File: src/rtl/bss_pkg.sv
// Package for the bounded substring search: codes, limits and cell control type.
package bss_pkg;

  localparam int unsigned PATTERN_MAX_DEF = 64;
  localparam int unsigned MAX_STRING      = 4096;

  localparam int unsigned LIMIT_W = 16;
  localparam int unsigned POS_W   = 12;
  localparam int unsigned BYTE_W  = 8;

  localparam logic [LIMIT_W-1:0] TEXT_LIMIT_RST    = 16'd4096;
  localparam logic [LIMIT_W-1:0] PATTERN_LIMIT_RST = 16'd64;

  // Register index, taken from paddr[2]
  localparam logic REG_TEXT_LIMIT    = 1'b0;
  localparam logic REG_PATTERN_LIMIT = 1'b1;

  typedef enum logic [1:0] {
    OP_START   = 2'd0,
    OP_PATTERN = 2'd1,
    OP_TEXT    = 2'd2,
    OP_END     = 2'd3
  } op_t;

  typedef enum logic [2:0] {
    ST_FOUND    = 3'd0,
    ST_NOTFOUND = 3'd1,
    ST_ZERO     = 3'd2,
    ST_TOOLARGE = 3'd3,
    ST_TOOLONG  = 3'd4
  } status_t;

  // Broadcast control for the row of match cells
  typedef struct packed {
    logic              clear;
    logic              step;
    logic [BYTE_W-1:0] data;
  } cell_ctl_t;

endpackage

File: src/rtl/bss_cell.sv
// One match cell: holds a pattern byte and its partial-match flag.
module bss_cell
  import bss_pkg::*;
(
  input  logic              clk,
  input  logic              rst_n,
  input  cell_ctl_t         ctl,
  input  logic              load,
  input  logic              pm_in,
  output logic              pm_out,
  output logic              hit
);

  logic [BYTE_W-1:0] pat_r;
  logic              pm_r;

  // Match extends from the left neighbor when this byte agrees
  assign hit    = pm_in & (pat_r == ctl.data);
  assign pm_out = pm_r;

  always_ff @(posedge clk) begin
    if (load) begin
      pat_r <= ctl.data;
    end
  end

  always_ff @(posedge clk) begin
    if (!rst_n) begin
      pm_r <= 1'b0;
    end else if (ctl.clear) begin
      pm_r <= 1'b0;
    end else if (ctl.step) begin
      pm_r <= hit;
    end
  end

endmodule

File: src/rtl/bounded_substring_search_top.sv
// Top level of the bounded substring search: control, cell row and ports.
//
//   channel | direction | handshake              | payload
//   --------+-----------+------------------------+--------------------------------
//   in_     | sink      | in_tvalid / in_tready  | tuser: op, tdata: data_byte
//   out_    | source    | out_tvalid / out_tready| tuser: status, tdata: position
//   cfg_    | APB slave | psel+penable, pready=1 | text_limit @0, pattern_limit @4
//
// The row of cells compares a text byte against all pattern bytes at once, so a
// new beat is taken in every cycle unless a waiting result holds in_tready low.
// A result appears in the output register the cycle after the beat that caused it.
// in_tready drops only while a result waits and out_tready is low.
// Reset (rst_n low, synchronous) leaves the block idle until a start beat.
module bounded_substring_search_top
  import bss_pkg::*;
#(
  parameter int unsigned PATTERN_MAX = PATTERN_MAX_DEF
) (
  input  logic                clk,
  input  logic                rst_n,
  // input stream
  input  logic                in_tvalid,
  output logic                in_tready,
  input  logic [7:0]          in_tdata,   // [7:0] data_byte
  input  logic [1:0]          in_tuser,   // [1:0] op
  // result stream
  output logic                out_tvalid,
  input  logic                out_tready,
  output logic [15:0]         out_tdata,  // [11:0] position, [15:12] zero
  output logic [2:0]          out_tuser,  // [2:0] status
  // configuration
  input  logic                cfg_psel,
  input  logic                cfg_penable,
  input  logic                cfg_pwrite,
  input  logic [2:0]          cfg_paddr,
  input  logic [31:0]         cfg_pwdata,
  output logic [31:0]         cfg_prdata,
  output logic                cfg_pready
);

  localparam int unsigned CW = $clog2(PATTERN_MAX + 1);

  // ---------------------------------------------------------------------------
  // Configuration registers
  // ---------------------------------------------------------------------------
  logic [LIMIT_W-1:0] tlim_r;
  logic [LIMIT_W-1:0] plim_r;
  logic               cfg_wr;

  assign cfg_pready = 1'b1;
  assign cfg_wr     = cfg_psel & cfg_penable & cfg_pwrite & cfg_pready;

  always_ff @(posedge clk) begin
    if (!rst_n) begin
      tlim_r <= TEXT_LIMIT_RST;
      plim_r <= PATTERN_LIMIT_RST;
    end else if (cfg_wr) begin
      if (cfg_paddr[2] == REG_TEXT_LIMIT) begin
        tlim_r <= cfg_pwdata[LIMIT_W-1:0];
      end else begin
        plim_r <= cfg_pwdata[LIMIT_W-1:0];
      end
    end
  end

  assign cfg_prdata = (cfg_paddr[2] == REG_PATTERN_LIMIT) ? {16'd0, plim_r}
                                                          : {16'd0, tlim_r};

  // ---------------------------------------------------------------------------
  // Search state
  // ---------------------------------------------------------------------------
  logic               done_r,  done_nxt;   // idle until start
  logic               text_r,  text_nxt;   // text phase began
  logic [CW-1:0]      cnt_r,   cnt_nxt;    // loaded pattern bytes
  logic               ovf_r,   ovf_nxt;    // pattern bytes beyond the row
  logic [LIMIT_W-1:0] tc_r,    tc_nxt;     // text bytes seen
  logic [CW-1:0]      ml_r,    ml_nxt;     // effective match length

  logic               out_valid_r, out_valid_nxt;
  status_t            status_r,    status_nxt;
  logic [POS_W-1:0]   pos_r,       pos_nxt;

  op_t                op;
  logic [BYTE_W-1:0]  b;
  logic               acc;

  assign op        = op_t'(in_tuser);
  assign b         = in_tdata;
  assign in_tready = ~out_valid_r | out_tready;
  assign acc       = in_tvalid & in_tready;

  // Pattern resolution at the first text beat
  logic [LIMIT_W-1:0] cnt16;
  logic [LIMIT_W-1:0] ml_res16;
  logic [CW-1:0]      ml_res;
  logic [CW-1:0]      ml_cur;
  logic               res_empty;
  logic               too_long;

  assign cnt16     = LIMIT_W'(cnt_r);
  assign res_empty = (cnt_r == '0) & ~ovf_r;
  assign too_long  = ovf_r & (plim_r > LIMIT_W'(PATTERN_MAX));
  assign ml_res16  = ovf_r ? plim_r : ((cnt16 < plim_r) ? cnt16 : plim_r);
  assign ml_res    = ml_res16[CW-1:0];
  assign ml_cur    = text_r ? ml_r : ml_res;

  // ---------------------------------------------------------------------------
  // Row of match cells
  // ---------------------------------------------------------------------------
  cell_ctl_t              ctl;
  logic                   row_clear;
  logic                   pat_ld;
  logic                   step;
  logic [PATTERN_MAX-1:0] hit;
  logic [PATTERN_MAX-1:0] pm;
  logic [PATTERN_MAX-1:0] last;
  logic                   found_bit;

  assign ctl = '{clear: row_clear, step: step, data: b};

  for (genvar k = 0; k < PATTERN_MAX; k++) begin : g_cell
    logic ld;
    logic pm_in;

    assign ld    = pat_ld & (cnt_r == CW'(k));
    // Cell zero always starts a fresh match
    if (k == 0) begin : g_head
      assign pm_in = 1'b1;
    end else begin : g_link
      assign pm_in = pm[k-1];
    end
    // Only the cell at the end of the effective pattern reports a match
    assign last[k] = (ml_cur == CW'(k + 1));

    bss_cell u_cell (
      .clk    (clk),
      .rst_n  (rst_n),
      .ctl    (ctl),
      .load   (ld),
      .pm_in  (pm_in),
      .pm_out (pm[k]),
      .hit    (hit[k])
    );
  end

  assign found_bit = |(hit & last);

  // ---------------------------------------------------------------------------
  // Beat handling
  // ---------------------------------------------------------------------------
  logic [LIMIT_W:0] tc_inc;
  logic [LIMIT_W:0] pos_full;
  logic             emit;

  assign tc_inc   = {1'b0, tc_r} + 17'd1;
  assign pos_full = tc_inc - (LIMIT_W + 1)'(ml_cur);

  always_comb begin
    done_nxt   = done_r;
    text_nxt   = text_r;
    cnt_nxt    = cnt_r;
    ovf_nxt    = ovf_r;
    tc_nxt     = tc_r;
    ml_nxt     = ml_r;
    emit       = 1'b0;
    status_nxt = status_r;
    pos_nxt    = pos_r;
    row_clear  = 1'b0;
    step       = 1'b0;
    pat_ld     = 1'b0;

    if (acc) begin
      case (op) inside
        OP_START: begin
          done_nxt  = 1'b0;
          text_nxt  = 1'b0;
          cnt_nxt   = '0;
          ovf_nxt   = 1'b0;
          tc_nxt    = '0;
          ml_nxt    = '0;
          row_clear = 1'b1;
          if (tlim_r == '0) begin
            emit       = 1'b1;
            status_nxt = ST_ZERO;
          end else if (tlim_r > LIMIT_W'(MAX_STRING) || plim_r > LIMIT_W'(MAX_STRING)) begin
            emit       = 1'b1;
            status_nxt = ST_TOOLARGE;
          end
        end
        OP_PATTERN: begin
          // Drop pattern bytes while idle, after text began, or when zero
          if (!done_r && !text_r && b != '0) begin
            if (cnt_r < CW'(PATTERN_MAX)) begin
              pat_ld  = 1'b1;
              cnt_nxt = cnt_r + CW'(1);
            end else begin
              ovf_nxt = 1'b1;
            end
          end
        end
        OP_TEXT, OP_END: begin
          if (!done_r) begin
            if (!text_r) begin
              text_nxt = 1'b1;
              ml_nxt   = ml_res;
              if (res_empty) begin
                emit       = 1'b1;
                status_nxt = ST_FOUND;
              end else if (plim_r == '0) begin
                emit       = 1'b1;
                status_nxt = ST_ZERO;
              end else if (too_long) begin
                emit       = 1'b1;
                status_nxt = ST_TOOLONG;
              end
            end
            if (!emit) begin
              if (op == OP_END || b == '0) begin
                emit       = 1'b1;
                status_nxt = ST_NOTFOUND;
              end else begin
                step   = 1'b1;
                tc_nxt = tc_inc[LIMIT_W-1:0];
                if (found_bit && tc_inc >= (LIMIT_W + 1)'(ml_cur)) begin
                  emit       = 1'b1;
                  status_nxt = ST_FOUND;
                  pos_nxt    = pos_full[POS_W-1:0];
                end else if (tc_inc >= {1'b0, tlim_r}) begin
                  emit       = 1'b1;
                  status_nxt = ST_NOTFOUND;
                end
              end
            end
          end
        end
      endcase
      if (emit) begin
        done_nxt = 1'b1;
        if (status_nxt != ST_FOUND || !step) begin
          pos_nxt = '0;
        end
      end
    end
  end

  // Load a new result, or drop the old one once taken
  always_comb begin
    if (emit) begin
      out_valid_nxt = 1'b1;
    end else if (out_tready) begin
      out_valid_nxt = 1'b0;
    end else begin
      out_valid_nxt = out_valid_r;
    end
  end

  always_ff @(posedge clk) begin
    if (!rst_n) begin
      done_r      <= 1'b1;
      text_r      <= 1'b0;
      cnt_r       <= '0;
      ovf_r       <= 1'b0;
      tc_r        <= '0;
      ml_r        <= '0;
      out_valid_r <= 1'b0;
    end else begin
      done_r      <= done_nxt;
      text_r      <= text_nxt;
      cnt_r       <= cnt_nxt;
      ovf_r       <= ovf_nxt;
      tc_r        <= tc_nxt;
      ml_r        <= ml_nxt;
      out_valid_r <= out_valid_nxt;
    end
  end

  // Result payload holds until the next result
  always_ff @(posedge clk) begin
    if (emit) begin
      status_r <= status_nxt;
      pos_r    <= pos_nxt;
    end
  end

  assign out_tvalid = out_valid_r;
  assign out_tuser  = status_r;
  assign out_tdata  = {4'd0, pos_r};

`ifndef SYNTH
  // A new result only follows an accepted beat
  a_result_cause: assert property (@(posedge clk) disable iff (!rst_n)
    $rose(out_valid_r) |-> $past(acc))
    else $error("result appeared without an accepted beat");

  // Every emitted result ends the running search
  a_emit_done: assert property (@(posedge clk) disable iff (!rst_n)
    emit |=> done_r)
    else $error("search still running after a result");

  // The pattern count never runs past the cell row
  a_cnt_bound: assert property (@(posedge clk) disable iff (!rst_n)
    cnt_r <= CW'(PATTERN_MAX))
    else $error("pattern count beyond the cell row");

  // Only a found result carries a nonzero position
  a_pos_zero: assert property (@(posedge clk) disable iff (!rst_n)
    (out_valid_r && status_r != ST_FOUND) |-> (pos_r == '0))
    else $error("nonzero position on a result other than found");
`endif

endmodule

File: config.mk
export PLATFORM = sky130hd
export DESIGN_NAME = bounded_substring_search_top
export DESIGN_NICKNAME = d
export VERILOG_FILES = /design/src/rtl/bss_pkg.sv /design/src/rtl/bss_cell.sv /design/src/rtl/bounded_substring_search_top.sv
export SDC_FILE = /design/constraint.sdc
export NUM_CORES = 1
export LEC_CHECK = 0
export BUFFER_PORTS_ARGS = -buffer_cell sky130_fd_sc_hd__clkbuf_2
export CORE_MARGIN = 8
export CORE_UTILIZATION = 52
export CTS_CLUSTER_SIZE = 28
export DETAILED_ROUTE_END_ITERATION = 16
export HOLD_SLACK_MARGIN = 0.02
export PLACE_DENSITY = 0.75
export SETUP_SLACK_MARGIN = 0.1
export SLEW_MARGIN = 15
export SYNTH_ARGS = -nofsm -noshare
export SYNTH_HDL_FRONTEND = slang
export SYNTH_SLANG_ARGS = --single-unit
File: constraint.sdc
create_clock -name clk -period 8.3 [get_ports clk]
set_input_delay 0.83 -clock clk [delete_from_list [all_inputs] [get_ports clk]]
set_output_delay 0.83 -clock clk [all_outputs]
set_load 0.02 [all_outputs]
# ---- Yosys cells after proc, flatten, opt, wreduce, memory -nomap -nowiden
# Cells that the tools add are included.
dict set report word_totals {
  wordCells 608
  reg_bits 656
}
dict set report op_classes {
  addsub 3
  n_bitwise 138
  muxes 90
  eq_ne 199
  reduce_logical 33
  n_lt_le_gt_ge 7
}
# operator count
set op_table {}
lappend op_table {{== test 8 bit} 64}
lappend op_table {{== test 7 x 6 -> 1 bit, second input constant} 64}
lappend op_table {{== test 7 x 5 -> 1 bit, second input constant} 32}
lappend op_table {{AND 1 bit} 132}
lappend op_table {{== test 7 x 4 -> 1 bit, second input constant} 16}
lappend op_table {{2-to-1 mux 16 bit} 7}
lappend op_table {{2-to-1 mux 12 bit} 9}
lappend op_table {{2-to-1 mux 7 bit} 11}
lappend op_table {{AND 64 bit} 1}
lappend op_table {{OR reduction 64 bit} 1}
lappend op_table {{== test 7 x 3 -> 1 bit, second input constant} 8}
lappend op_table {{2-to-1 mux 1 bit} 48}
lappend op_table {{2-to-1 mux 3 bit} 15}
lappend op_table {{greater-than comparator 16 x 13 -> 1 bit, second input constant} 2}
lappend op_table {{zero test 16 bit} 2}
lappend op_table {{== test 7 x 2 -> 1 bit, second input constant} 4}
lappend op_table {{adder 16 x 1 -> 17 bit, second input constant} 1}
lappend op_table {{greater-or-equal comparator 17 x 16 -> 1 bit} 1}
lappend op_table {{greater-or-equal comparator 17 x 7 -> 1 bit} 1}
lappend op_table {{greater-than comparator 16 x 7 -> 1 bit, second input constant} 1}
lappend op_table {{less-than comparator 7 x 16 -> 1 bit} 1}
lappend op_table {{== test 7 x 1 -> 1 bit, second input constant} 2}
lappend op_table {{AND reduction 4 bit} 3}
lappend op_table {{nonzero test 2 bit} 6}
lappend op_table {{other kinds (21)} 38}

# ---- Depth between registers and ports, before layout
dict set report depth {
  depth_word 21
  ltp_mapped 25
}

# ---- Cells and area by module
# Synthesis repeated with hierarchy kept, for this count alone.
dict set report hier_totals {
  hier_cells 2491
  hier_area_um2 30993.5
}
# mod cells_per_inst n_inst area_per_inst_um2
set by_module_without_submodules {}
lappend by_module_without_submodules {bss_cell 24 64 379.1}
lappend by_module_without_submodules {bounded_substring_search_top 955 1 6730.2}

# ---- Least setup slack after synthesis
# OpenSTA, ideal clock, no wires.
dict set report synth_timing {
  path_kind {reg-to-reg}
  startpoint {reg plim_r[5]}
  endpoint {reg pos_r[3] (data pin)}
  n_path_buf 4
  arrival_ns 5.567
  stages_incl_launch_ff 25
  required_time_ns 8.045
  setup_slack_ns 2.479
  path_cell_list {dfxtp_1 > inv_1 > ha_1 > a21o_1 > a211oi_1 > o31ai_2 > and3_1 > buf_2 > a21oi_4 > clkbuf_1 > clkbuf_1 > ha_1 > nor2b_1 > o21ai_0 > nand2b_1 > a21o_1 > a21o_1 > a21oi_1 > nor2b_1 > or4_1 > o21ai_0 > o21ai_0 > a311oi_2 > buf_4 > nor2_1}
}
dict set report synth_between {
  elab_chain_cells 21
  elab_cells_between_ends 130
}
# item line
set synth_lines {}
lappend synth_lines {{from (decl)} bounded_substring_search_top.sv:47} ;# logic [LIMIT_W-1:0] plim_r;
lappend synth_lines {{from (signal assigned)} bounded_substring_search_top.sv:61} ;# plim_r <= cfg_pwdata[LIMIT_W-1:0];
lappend synth_lines {{branches (longest 20 deep; another with greater-or-equal comparator 17 x 7 -> 1 bit)} n/a}
lappend synth_lines {{2-to-1 mux 12 bit *} bounded_substring_search_top.sv:237} ;# if (emit) begin
lappend synth_lines {{to (signal assigned)} bounded_substring_search_top.sv:281} ;# pos_r <= pos_nxt;
lappend synth_lines {{to (decl)} bounded_substring_search_top.sv:81} ;# logic [POS_W-1:0] pos_r, pos_nxt;
# Every way passes the cells marked *. The select of a mux whose other input is x is not followed.
# A chain may end at the register's enable or synchronous reset.

# ---- Worst setup path in the final report
dict set report layout_timing {
  startpoint {reg plim_r[1]}
  endpoint {reg pos_r[9] (data pin)}
}
# The elaborated chain is that of the path after synthesis.

==> metrics.csv <==
stage,metric,value,unit
synthesis,avgSynthCellArea,12.31,sq um
synthesis,ys.flop_type,edfxtp_1,
layout,syn2layout_area_growth,10.66,%
clock_network,clkLatencyLatePin,0.61,ns
clock_network,cts-root-buf,clkbuf_16,
synthesis,yosysMostFrequentCell,edfxtp_1,
drt,via_per_inst,5.779,
die,start_util,52.77,%
worst_setup_path,critPathKind,flop to flop,
pwr,p_leak,10.79,nW
sta,layout_min_cycle_time,6.906,ns
clock_network,ctsResizeCount,0,
global_routing,grt.overflow.total,0,
clock_network,htreeDepth,3,
global_routing,antenna_found_initial,0,
drt,drtPass1Iterations,7,
sta,finalHoldViolations,0,
pwr,power_density,208.6,nW/um^2
placed_design,dpl.hpwl,42480,microns
drt,wl_per_cell,21.08,microns
pwr,p_comb_share,5.3,%
worst_setup_path,critPathRequiredTime,8.63,ns
sta,tightest_slew,1.222,ns
worst_setup_path,worstPathArrival,7.24,ns
sta,setup_viol,0,
synthesis,synth_area_leader_cell,edfxtp_1,
drt,drtIter0Drc,1644,
layout,drive_gt1_share,8.654,%
drt,postRouteAntennaNets,0,
clock_network,cts.sinks,656,
synthesis,yosysUniqueCellTypes,74,
synthesis,synth_seq_area_share,61.75,%
die,rows,87,
clock_network,cts_made_buffers,69,
sta,min_period_over_period,83.20,%
flow_run,max_cap_violations,0,
sta,finalSetupTns,0,ns
pwr,switching_share,21.98,%
synthesis,yosysWarnings,0,
worst_setup_path,startpoint_type,flop,
pwr,ir_drop,145.2,uV
synthesis,synth_edf_count,527,
clock_network,hold_buffers,0,
sta,skew,0.03058,ns
pwr,power.total,6.883,mW
placed_design,portBuffers,66,
drt,vias,18930,
sta,fmax,144.8,MHz
synthesis,ys_top_cells_by_count,"edfxtp_1 (527), xnor2_1 (276), xor2_1 (263)",
run_status,status,completed,
layout,fill_cells,4393,
min_path,min_path_type,flop to flop,
die,ioPinCount,106,
synthesis,synthTopCellsByArea,"edfxtp_1 (53%), dfxtp_1 (8.7%), xnor2_1 (8.1%), xor2_1 (7.7%), nand2_1 (2.9%)",
die,fp.coreArea,56500,sq um
layout,nets,2551,
synthesis,syn_area,29810,sq um
die,die_area,65250,sq um
synthesis,async_flop_share,0,%
die,dieHeight,255.4,microns
pwr,seqPwrFrac,51.8,%
synthesis,syn_inst,2421,
pwr,p_clk_share,43.0,%
worst_setup_path,worstPathMaxFanout,16,
clock_network,post_cts_buffers,0,
drt,drc,0,
sta,relSlewSlack,18.02,%
clock_network,clockBufferDepth,3,
synthesis,ys_seq_elements,656,
sta,slew_viol_final,0,
global_routing,grt_pass1_wl,108000,microns
global_routing,grt_pass1_vias,19020,
global_routing,grt_max_degree,72,
pwr,p_int,5.370,mW
clock_network,clk_pin_slew,0.06,ns
drt,wl,69040,microns
die,die_w,255.4,microns
pwr,p_sw,1.513,mW
worst_setup_path,critPathCaptureType,flop,
sta,rsz0062_at_grt,no,
synthesis,yosysTopAreaCellShare,53.08,%
clock_network,cts_tree,built,
placed_design,gp_congestion,0.8880,
global_routing,grt_usage,20.67,%
layout,n_antenna_cell,0,
-- logic make-up after synthesis --
family / Yosys count / share of synthesized area, %
mux: 24 / 0.8184
compound gates: 250 / 5.599
xor+xnor: 539 / 15.83
simple gates: 726 / 11.66
buf+inv: 189 / 2.825
fa+ha+maj: 35 / 1.494
flops: 656 / 61.75
other cells: 2 / 0.02519
-- layer usage --
metal / vias up / share of wire [%] / track usage, %
li1: 8658 / - / -
met1: 9364 / 42 / 26.96
met2: 766 / 48 / 34.33
met3: 139 / 7.2 / 3.597
met4: 0 / 3.0 / 7.802
met5: - / 0 / 0
-- critical path, stage by stage, from the launching register on --
cell and delay [ns]:
dfxtp_1 0.48, inv_1 0.08, ha_1 0.33, a2111oi_4 0.08, o31ai_2 0.45, and3_1 0.47, a21o_1 0.60, inv_1 0.49
ha_1 0.45, o21ai_0 0.09, nand2b_1 0.10, a21o_1 0.19, a21o_1 0.20, a21oi_1 0.16, nor2b_1 0.09, or4_1 0.59
o21ai_1 0.64, o21ai_0 0.20, a311oi_2 0.79, nor2_1 0.12
-- power groups by stage --
| stage | Combinational [mW] | Clock [mW] | Sequential, mW |
|---|---|---|---|
| after detailed placement | 0.361 | 0 | 3.63 |
| final | 0.362 | 2.96 | 3.56 |
| after floorplan | 0.241 | 0 | 3.64 |
| after global routing | 0.394 | 3.13 | 3.56 |
| after global placement | 0.349 | 0 | 3.63 |
| after CTS | 0.364 | 3.00 | 3.56 |
-- metrics by stage --
step / utilization (%) / setup WS [ns] / cell area, sq um / cells / hold slack (ns)
final: 58.39 / 1.394 / 32990 / 3275 / 0.4487
after CTS: 58.39 / 1.199 / 32990 / 3275 / 0.4499
after global placement: 54.55 / 1.486 / 30820 / 3149 / 0.4328
after floorplan: - / 2.479 / 29880 / 2440 / 0.4167
after detailed placement: 54.55 / 1.212 / 30820 / 3149 / 0.4366
after global routing: 58.39 / 1.089 / 32990 / 3275 / 0.4706
-- flip-flops by register name (all words and copies together) (netlist names) --
signal                cells
g_cell.u_cell.pat_r     512
g_cell.u_cell.pm_out     63
plim_r                   16
tc_r                     16
tlim_r                   16
pos_r                    12
cnt_r                     7
ml_r                      7
out_tuser                 3
done_r                    1
out_tvalid                1
ovf_r                     1
text_r                    1
-- placed cells by master, fill, tap and decap left out, types with 7 or more instances in the layout --
master and instances:
a21boi_0 30, a21o_1 10, a21oi_1 83, a22oi_1 15
and3_1 29, buf_4 30, buf_6 8, clkbuf_1 15
clkbuf_16 70, clkbuf_2 58, clkbuf_8 12, clkinv_1 9
clkinv_2 13, conb_1 21, dfxtp_1 129, edfxtp_1 527
ha_1 34, inv_1 40, mux2i_1 21, nand2_1 225
nand2b_1 11, nand3_1 83, nand4_1 54, nor2_1 151
nor2b_1 24, nor3_1 34, nor4_1 91, o211ai_1 7
o21ai_0 41, xnor2_1 276, xor2_1 263
-- final timing paths --
| path | from | to | slack (ns) | depth (start not counted) |
|---|---|---|---|---|
| max reg2reg | plim_r[1] | pos_r[9] | 1.39 | 19 |
| min reg2reg | g_cell[23].u_cell.pm_out | g_cell[23].u_cell.pm_out | 0.45 | 2 |
| min | g_cell[23].u_cell.pm_out | g_cell[23].u_cell.pm_out | 0.45 | 2 |
| max | plim_r[1] | pos_r[9] | 1.39 | 19 |
-- layout make-up --
class / count / area (sq um) / area share [%]
clock buffers: 97 / 1973 / 5.981
clock inverters: 29 / 195.2 / 0.5917
inverters: 44 / 166.4 / 0.5044
multi-input cells: 1595 / 10660 / 32.30
flip-flops and latches: 656 / 18410 / 55.80
well taps: 756 / 945.9 / 2.867
repair buffers: 98 / 645.6 / 1.957
Note: power is estimated with default switching activity, not from simulation.
